`src/radio_api_tx_frame_builder_assert.svh`:
```
// ----------------------------------------------------------------------------
// Assertion macros for the transmit-request frame builder
// Each macro expands to one labeled concurrent assertion on clk / rst_n.
// ----------------------------------------------------------------------------
`ifndef RADIO_API_TX_FRAME_BUILDER_ASSERT_SVH
`define RADIO_API_TX_FRAME_BUILDER_ASSERT_SVH

// Consequent must hold in the same cycle as the antecedent
`define RTFB_ASSERT_SAME(label, ante, cons) \
    label: assert property (@(posedge clk) disable iff (!rst_n) (ante) |-> (cons)) \
        else $error("frame builder check failed");

// Consequent must hold in the cycle after the antecedent
`define RTFB_ASSERT_NEXT(label, ante, cons) \
    label: assert property (@(posedge clk) disable iff (!rst_n) (ante) |=> (cons)) \
        else $error("frame builder check failed");

`endif

```
`src/rtfb_pkg.sv`:
```
// ----------------------------------------------------------------------------
// rtfb_pkg
// Types and constants for the transmit-request frame builder.
// ----------------------------------------------------------------------------
package rtfb_pkg;

    // Frame format
    localparam logic [7:0]  START_BYTE  = 8'h7E;
    localparam logic [7:0]  FRAME_TYPE  = 8'h10;
    localparam logic [7:0]  CHECK_BASE  = 8'hFF;
    localparam logic [15:0] HEADER_LEN  = 16'd14;
    localparam logic [7:0]  MAX_PAYLOAD = 8'd100;

    // Register reset values
    localparam logic [63:0] DEST_RESET    = 64'h0000_0000_0000_FFFF;
    localparam logic [15:0] NET_RESET     = 16'hFFFE;
    localparam logic [7:0]  IDENT_RESET   = 8'd1;
    localparam logic [7:0]  RADIUS_RESET  = 8'd0;
    localparam logic [7:0]  OPTIONS_RESET = 8'd0;

    // Configuration register indexes
    typedef enum logic [2:0] {
        REG_DEST    = 3'd0,
        REG_NET     = 3'd1,
        REG_IDENT   = 3'd2,
        REG_RADIUS  = 3'd3,
        REG_OPTIONS = 3'd4
    } reg_index_t;

    // Byte positions within one emitted burst
    typedef logic [4:0] pos_t;
    localparam pos_t POS_START   = 5'd0;
    localparam pos_t POS_LEN_HI  = 5'd1;
    localparam pos_t POS_LEN_LO  = 5'd2;
    localparam pos_t POS_TYPE    = 5'd3;
    localparam pos_t POS_IDENT   = 5'd4;
    localparam pos_t POS_DEST    = 5'd5;
    localparam pos_t POS_NET_HI  = 5'd13;
    localparam pos_t POS_NET_LO  = 5'd14;
    localparam pos_t POS_RADIUS  = 5'd15;
    localparam pos_t POS_OPTIONS = 5'd16;
    localparam pos_t POS_DATA    = 5'd17;
    localparam pos_t POS_CHECK   = 5'd18;

    // Input request
    typedef struct packed {
        logic [7:0] payload_byte;
        logic [7:0] payload_len;
        logic       first;
    } tx_req_t;

    // Output result
    typedef struct packed {
        logic [7:0] frame_byte;
        logic       last;
        logic       error;
    } tx_res_t;

endpackage

```
`src/radio_api_tx_frame_builder.sv`:
```
// ----------------------------------------------------------------------------
// radio_api_tx_frame_builder
// Wraps payload bytes in a 64-bit-destination transmit-request API frame.
// ----------------------------------------------------------------------------
// Usage:
//   in_valid / in_ready carry one payload request per handshake: the data
//   byte, the total payload length and a first-byte flag. out_valid /
//   out_ready carry one framed byte per handshake with last and error flags.
//   cfg_wr_en writes cfg_wdata into the register at cfg_addr
//   (destination, network address, frame id, radius, options).
// Timing:
//   A request is held in an input register and its bytes leave through an
//   output register, one byte per cycle while out_ready is high. A
//   pass-through byte moves from the input register into the output
//   register as the next request is taken, so payload bytes sustain one per
//   cycle unless stalled. For a first byte the sequencer emits 17 header
//   bytes and the data byte, plus the checksum on a one-byte frame, and
//   takes the next request with the last; a longer frame's final byte also
//   waits for its checksum. A rejected length gives a single error byte.
//   Bytes outside a frame drop without a result or waiting on the output.
// Reset clears the frame state and both stages and loads the default
// register values. When out_ready is low the output register holds its
// byte and the sequencer and input side stall behind it.
// ----------------------------------------------------------------------------
module radio_api_tx_frame_builder (
    input  logic                  clk,
    input  logic                  rst_n,
    input  logic                  cfg_wr_en,
    input  logic [2:0]            cfg_addr,
    input  logic [63:0]           cfg_wdata,
    input  logic                  in_valid,
    output logic                  in_ready,
    input  rtfb_pkg::tx_req_t     in_req,
    output logic                  out_valid,
    input  logic                  out_ready,
    output rtfb_pkg::tx_res_t     out_resp
);

    // Configuration registers
    logic [63:0] dest_reg;
    logic [15:0] net_reg;
    logic [7:0]  ident_reg;
    logic [7:0]  radius_reg;
    logic [7:0]  options_reg;

    // Input stage and sequencer
    logic              hold_valid_reg, hold_valid_next;
    rtfb_pkg::tx_req_t hold_req_reg, hold_req_next;
    rtfb_pkg::pos_t    pos_reg, pos_next;

    // Frame state
    logic        in_frame_reg, in_frame_next;
    logic [6:0]  bytes_left_reg, bytes_left_next;
    logic [7:0]  sum_reg, sum_next;

    // Output stage
    logic              out_valid_reg, out_valid_next;
    rtfb_pkg::tx_res_t out_resp_reg, out_resp_next;

    logic              out_free;
    logic              hold_done;
    logic              emit;
    logic              add_sum;
    logic              bad_len;
    logic [15:0]       api_len;
    logic [2:0]        dest_sel;
    logic [7:0]        dest_byte;
    rtfb_pkg::tx_res_t res;

    // Write configuration registers
    always_ff @(posedge clk or negedge rst_n)
    begin
        if (!rst_n)
        begin
            dest_reg    <= rtfb_pkg::DEST_RESET;
            net_reg     <= rtfb_pkg::NET_RESET;
            ident_reg   <= rtfb_pkg::IDENT_RESET;
            radius_reg  <= rtfb_pkg::RADIUS_RESET;
            options_reg <= rtfb_pkg::OPTIONS_RESET;
        end
        else if (cfg_wr_en)
        begin
            unique case (cfg_addr)
                rtfb_pkg::REG_DEST:    dest_reg    <= cfg_wdata;
                rtfb_pkg::REG_NET:     net_reg     <= cfg_wdata[15:0];
                rtfb_pkg::REG_IDENT:   ident_reg   <= cfg_wdata[7:0];
                rtfb_pkg::REG_RADIUS:  radius_reg  <= cfg_wdata[7:0];
                rtfb_pkg::REG_OPTIONS: options_reg <= cfg_wdata[7:0];
                default:               ;
            endcase
        end
    end

    // Decode the held request
    assign out_free  = !out_valid_reg || out_ready;
    assign bad_len   = (hold_req_reg.payload_len == 8'd0) ||
                       (hold_req_reg.payload_len > rtfb_pkg::MAX_PAYLOAD);
    assign api_len   = rtfb_pkg::HEADER_LEN + {8'd0, hold_req_reg.payload_len};
    assign dest_sel  = 3'(pos_reg - rtfb_pkg::POS_DEST);
    assign dest_byte = dest_reg[8 * (7 - dest_sel) +: 8];

    // Sequence the bytes of the held request
    always_comb
    begin
        hold_done       = 1'b0;
        emit            = 1'b0;
        add_sum         = 1'b0;
        res             = '0;
        pos_next        = pos_reg;
        in_frame_next   = in_frame_reg;
        bytes_left_next = bytes_left_reg;
        sum_next        = sum_reg;

        if (hold_valid_reg)
        begin
            if (!hold_req_reg.first && !in_frame_reg)
            begin
                // Drop a byte outside any frame
                hold_done = 1'b1;
            end
            else if (out_free)
            begin
                emit     = 1'b1;
                pos_next = rtfb_pkg::pos_t'(pos_reg + 5'd1);
                if (hold_req_reg.first && bad_len && pos_reg == rtfb_pkg::POS_START)
                begin
                    // Reject the frame with a single error byte
                    res.last        = 1'b1;
                    res.error       = 1'b1;
                    in_frame_next   = 1'b0;
                    bytes_left_next = 7'd0;
                    sum_next        = 8'd0;
                    hold_done       = 1'b1;
                end
                else
                begin
                    case (pos_reg)
                        rtfb_pkg::POS_START:
                        begin
                            res.frame_byte  = rtfb_pkg::START_BYTE;
                            sum_next        = 8'd0;
                            in_frame_next   = 1'b1;
                            bytes_left_next = hold_req_reg.payload_len[6:0];
                        end
                        rtfb_pkg::POS_LEN_HI:  res.frame_byte = api_len[15:8];
                        rtfb_pkg::POS_LEN_LO:  res.frame_byte = api_len[7:0];
                        rtfb_pkg::POS_TYPE:
                        begin
                            res.frame_byte = rtfb_pkg::FRAME_TYPE;
                            add_sum        = 1'b1;
                        end
                        rtfb_pkg::POS_IDENT:
                        begin
                            res.frame_byte = ident_reg;
                            add_sum        = 1'b1;
                        end
                        rtfb_pkg::POS_NET_HI:
                        begin
                            res.frame_byte = net_reg[15:8];
                            add_sum        = 1'b1;
                        end
                        rtfb_pkg::POS_NET_LO:
                        begin
                            res.frame_byte = net_reg[7:0];
                            add_sum        = 1'b1;
                        end
                        rtfb_pkg::POS_RADIUS:
                        begin
                            res.frame_byte = radius_reg;
                            add_sum        = 1'b1;
                        end
                        rtfb_pkg::POS_OPTIONS:
                        begin
                            res.frame_byte = options_reg;
                            add_sum        = 1'b1;
                        end
                        rtfb_pkg::POS_DATA:
                        begin
                            res.frame_byte  = hold_req_reg.payload_byte;
                            add_sum         = 1'b1;
                            bytes_left_next = 7'(bytes_left_reg - 7'd1);
                            // Go on to the checksum after the final byte
                            if (bytes_left_next == 7'd0)
                                pos_next = rtfb_pkg::POS_CHECK;
                            else
                                hold_done = 1'b1;
                        end
                        rtfb_pkg::POS_CHECK:
                        begin
                            res.frame_byte = rtfb_pkg::CHECK_BASE - sum_reg;
                            res.last       = 1'b1;
                            in_frame_next  = 1'b0;
                            sum_next       = 8'd0;
                            hold_done      = 1'b1;
                        end
                        default:
                        begin
                            // Destination bytes, most significant first
                            res.frame_byte = dest_byte;
                            add_sum        = 1'b1;
                        end
                    endcase
                    if (add_sum)
                        sum_next = sum_reg + res.frame_byte;
                end
            end
        end
    end

    assign in_ready = !hold_valid_reg || hold_done;

    // Load the input stage and the output stage
    always_comb
    begin
        hold_valid_next = hold_valid_reg;
        hold_req_next   = hold_req_reg;
        out_valid_next  = out_valid_reg;
        out_resp_next   = out_resp_reg;

        if (hold_done)
            hold_valid_next = 1'b0;
        if (in_valid && in_ready)
        begin
            hold_valid_next = 1'b1;
            hold_req_next   = in_req;
        end

        if (emit)
        begin
            out_valid_next = 1'b1;
            out_resp_next  = res;
        end
        else if (out_ready)
        begin
            out_valid_next = 1'b0;
        end
    end

    // Pick the starting position of a newly accepted request
    rtfb_pkg::pos_t pos_load;
    assign pos_load = in_req.first ? rtfb_pkg::POS_START : rtfb_pkg::POS_DATA;

    // Control registers
    always_ff @(posedge clk or negedge rst_n)
    begin
        if (!rst_n)
        begin
            hold_valid_reg <= 1'b0;
            pos_reg        <= rtfb_pkg::POS_START;
            in_frame_reg   <= 1'b0;
            bytes_left_reg <= 7'd0;
            sum_reg        <= 8'd0;
            out_valid_reg  <= 1'b0;
        end
        else
        begin
            hold_valid_reg <= hold_valid_next;
            pos_reg        <= (in_valid && in_ready) ? pos_load : pos_next;
            in_frame_reg   <= in_frame_next;
            bytes_left_reg <= bytes_left_next;
            sum_reg        <= sum_next;
            out_valid_reg  <= out_valid_next;
        end
    end

    // Payload registers
    always_ff @(posedge clk)
    begin
        hold_req_reg <= hold_req_next;
        out_resp_reg <= out_resp_next;
    end

    assign out_valid = out_valid_reg;
    assign out_resp  = out_resp_reg;

    // Checks
    `include "radio_api_tx_frame_builder_assert.svh"

    `RTFB_ASSERT_SAME(a_error_is_last, out_valid && out_resp.error, out_resp.last)
    `RTFB_ASSERT_SAME(a_error_byte_zero, out_valid && out_resp.error, out_resp.frame_byte == 8'd0)
    `RTFB_ASSERT_SAME(a_pos_in_range, hold_valid_reg, pos_reg <= rtfb_pkg::POS_CHECK)
    `RTFB_ASSERT_NEXT(a_accept_holds, in_valid && in_ready, hold_valid_reg)

endmodule

```
`config.mk`:
```
export PLATFORM = sky130hd
export DESIGN_NAME = radio_api_tx_frame_builder
export DESIGN_NICKNAME = d
export VERILOG_FILES = /design/src/rtfb_pkg.sv /design/src/radio_api_tx_frame_builder.sv
export VERILOG_INCLUDE_DIRS = /design/src /design/src/src
export SDC_FILE = /design/constraint.sdc
export NUM_CORES = 1
export LEC_CHECK = 0
export ABC_AREA = 1
export BUFFER_PORTS_ARGS = -buffer_cell sky130_fd_sc_hd__buf_2
export CORE_MARGIN = 2
export CORE_UTILIZATION = 29
export CTS_BUF_LIST = sky130_fd_sc_hd__clkbuf_8
export DETAILED_ROUTE_END_ITERATION = 10
export PLACE_DENSITY_LB_ADDON = 0.3
export SKIP_LAST_GASP = 1
export SYNTH_ARGS = -nofsm -noshare
export SYNTH_HDL_FRONTEND = slang
export SYNTH_SLANG_ARGS = --single-unit
```
`constraint.sdc`:
```
create_clock -name clk -period 4.5 [get_ports clk]
set_input_delay 0.45 -clock clk [delete_from_list [all_inputs] [get_ports clk]]
set_output_delay 0.45 -clock clk [all_outputs]
set_load 0.05 [all_outputs]
```
==> results.json <==
{
  "clock-root-buffer": "clkbuf_8",
  "clock_sinks": 154,
  "p_leak_nw": 4.180,
  "synth_edf_count": 27,
  "p_comb_share_pct": 49.7,
  "crit_type": "flip-flop to flip-flop",
  "yosys_warnings": 0,
  "p_int_mw": 3.446,
  "tightest_slew_ns": 0.9867,
  "yosys.area.top_type": "dfrtp_1",
  "finalHoldViolCount": 0,
  "cts_tree": "yes",
  "clockBufferDepth": 2,
  "grt_max_degree": 65,
  "layout.nets": 1040,
  "die-area_um2": 28110,
  "hpwl_mm": 15.96,
  "n_fill_cell": 2741,
  "seq_area_frac_synth_pct": 51.87,
  "max_cap_violations": 0,
  "synth_ff_type": "dfrtp_1",
  "n_antenna_cell": 0,
  "path_max_fanout": 36,
  "power.ir.vdd_worst_v": 0.0002544,
  "num_rows": 59,
  "cp-start-kind": "flip-flop",
  "fin_setup_tns_ns": 0,
  "power_frac_clock_pct": 16.8,
  "pre_cts_slack_ns": 0.7165,
  "grt_pass1_vias": 6100,
  "cts.repair.resized": 0,
  "drt-wirelength-per-cell_um": 16.64,
  "wl_mm": 21.34,
  "largest_reg_flops": 64,
  "yosysMostFrequentCell": "nand2_1",
  "synth_top_area_share_pct": 30.61,
  "cp-end-kind": "flip-flop",
  "port_buffers": 100,
  "timing.final.ws_setup_ns": 0.6171,
  "required_ns": 4.85,
  "grt-ovfl-total": 0,
  "synth_seq_cells": 154,
  "finalCritPeriodShare_pct": 86.29,
  "finalSetupViolCount": 0,
  "r2r_cells": 20,
  "grt_usage_pct": 15.45,
  "place.gp.congestion": 0.8648,
  "syn_nets": 942,
  "ys_types": 50,
  "path_clk_slew_ns": 0.10,
  "clk_latency_ns": 0.46,
  "holdCritPathClass": "input pin to async pin",
  "status": "complete, no violations",
  "post_cts_buffers": 0,
  "clock_skew_ns": 0.01502,
  "dr_total_vias": 6161,
  "core-area_um2": 26210,
  "synthArstFlopShare_pct": 82.47,
  "start_util_pct": 29.64,
  "first_pass_iters": 5,
  "fmax_mhz": 257.5,
  "die_h_um": 167.7,
  "slew_headroom_pct": 34.06,
  "swShare_pct": 46.74,
  "grt_pass1_wl_mm": 33.67,
  "synthToLayoutAreaGrowth_pct": 16.29,
  "yosys-top-cells-count": "nand2_1 (176), o21ai_0 (113), dfrtp_1 (95), inv_1 (75), nor2_1 (75)",
  "synthCells": 836,
  "cts_hold_buffers": 0,
  "drv_slew": 0,
  "io_pins": 101,
  "vias_per_cell": 4.806,
  "ys_top_cells_by_area": "dfrtp_1 (31%), dfstp_2 (11%), edfxtp_1 (10%)",
  "layout_min_cycle_time_ns": 3.883,
  "power_density_nw_per_um2": 716.3,
  "critical_path_arrival_ns": 4.23,
  "drc_errors": 0,
  "antenna_found_initial": 0,
  "drive_gt1_share_pct": 27.03,
  "netlist_area_um2": 7767,
  "rsz0062_at_grt": "no",
  "synth.avg_cell_area_um2": 9.291,
  "ctsHtreeMaxLevel": 4,
  "dieWidth_um": 167.7,
  "pwr-share-seq_pct": 33.5,
  "p_sw_mw": 3.024,
  "ant_nets": 0,
  "cts_buffers": 17,
  "dr.first_iter.drc_count": 368
}
==> routing by layer <==
| layer | part of all wire, % | global-route usage, % | vias up | routed length, um |
|---|---|---|---|---|
| met2 | 48 | 24.86 | 129 | 10170 |
| met3 | 3.3 | 2.458 | 22 | 712 |
| met1 | 47 | 21.42 | 3009 | 10090 |
| li1 | - | - | 3001 | - |
| met5 | 0 | 0 | - | 0 |
| met4 | 1.7 | 4.802 | 0 | 362 |
==> power by group through the flow <==
stage,clock [mW],combinational (mW),sequential (mW)
3_5_place_dp,0,3.22,2.19
6_report,1.09,3.21,2.17
4_1_cts,1.11,3.22,2.17
2_1_floorplan,0,2.27,2.23
5_1_grt,1.18,3.61,2.21
3_3_place_gp,0,3.18,2.19
==> cells in the final DEF (no fill, tap or decap), types with 5 or more instances in the layout <==
cell type / netlist / layout
o21ai_0: 113 / 113
edfxtp_1: 27 / 27
nand2_1: 176 / 175
a221oi_1: 5 / 5
a211oi_1: 6 / 6
a21oi_1: 18 / 18
dfstp_2: 32 / 32
inv_6: 0 / 6
nor2_1: 75 / 75
nand4_1: 5 / 5
mux2_2: 47 / 47
nor3_1: 5 / 5
nand3_1: 29 / 29
clkbuf_8: 0 / 17
buf_4: 1 / 9
nand2_4: 6 / 6
nand2_2: 6 / 7
dfrtp_1: 95 / 95
buf_2: 6 / 99
inv_1: 75 / 75
o22ai_1: 22 / 22
ha_1: 16 / 16
==> worst max-delay path: stages (launching register included) <==
cell	delay [ns]
dfrtp_1	0.36
buf_4	0.33
ha_1	0.30
inv_1	0.07
nor2_1	0.12
ha_1	0.46
nand2_1	0.11
o21ai_0	0.14
a211oi_1	0.10
a31oi_1	0.34
inv_2	0.10
fa_1	0.44
inv_1	0.07
nand2_1	0.04
nand2_1	0.06
a21oi_1	0.08
nor2_1	0.12
nor2_1	0.05
o21ai_0	0.21
nand2_1	0.08
a22o_1	0.19
==> layout make-up <==
type	instances	area, um^2	share of cell area, %
Clock inverter	15	175.2	1.939
Clock buffer	17	234.0	2.590
Inverter	82	315.3	3.491
Timing Repair Buffer	108	563.0	6.234
Tap cell	335	419.2	4.641
Sequential cell	154	4029	44.60
Multi-Input combinational cell	571	3297	36.50
==> worst paths after layout <==
check | slack [ns] | endpoint | from
setup / recovery | 0.62 | sum_reg[6] | pos_reg[0]
hold / removal | 0.08 | radius_reg[7] | rst_n
setup reg to reg | 0.62 | sum_reg[6] | pos_reg[0]
hold reg to reg | 0.49 | ident_reg[7] | ident_reg[7]
max in group asynchronous | 3.39 | net_reg[7] | rst_n
min in group clk | 0.16 | hold_req_reg[11] | in_req[11]
==> logic make-up (layout without fill, tap and decap cells) <==
| group | Yosys count | after routing | synth area share [%] |
|---|---|---|---|
| AND/OR/NAND/NOR | 318 | 318 | 18.22 |
| AO/OA/AOI/OAI | 182 | 182 | 13.51 |
| flip-flops | 154 | 154 | 51.87 |
| buffers and inverters | 111 | 222 | 5.718 |
| XOR/XNOR | 7 | 7 | 1.031 |
| adder cells (fa/ha/maj) | 17 | 17 | 2.835 |
| multiplexers | 47 | 47 | 6.814 |
==> per-stage QoR <==
stage | instances | hold WS (ns) | area (um^2) | utilization (%) | total power [mW]
after floorplan | 836 | 0.1544 | 7767 | - | 4.499
after global placement | 1250 | 0.4661 | 8623 | 32.91 | 5.370
after detailed placement | 1250 | 0.4753 | 8623 | 32.91 | 5.412
after CTS | 1282 | 0.09157 | 9032 | 34.47 | 6.502
after global routing | 1282 | 0.1188 | 9032 | 34.47 | 6.997
final | 1282 | 0.08123 | 9032 | 34.47 | 6.470
Note: power is estimated with default switching activity, not from simulation.
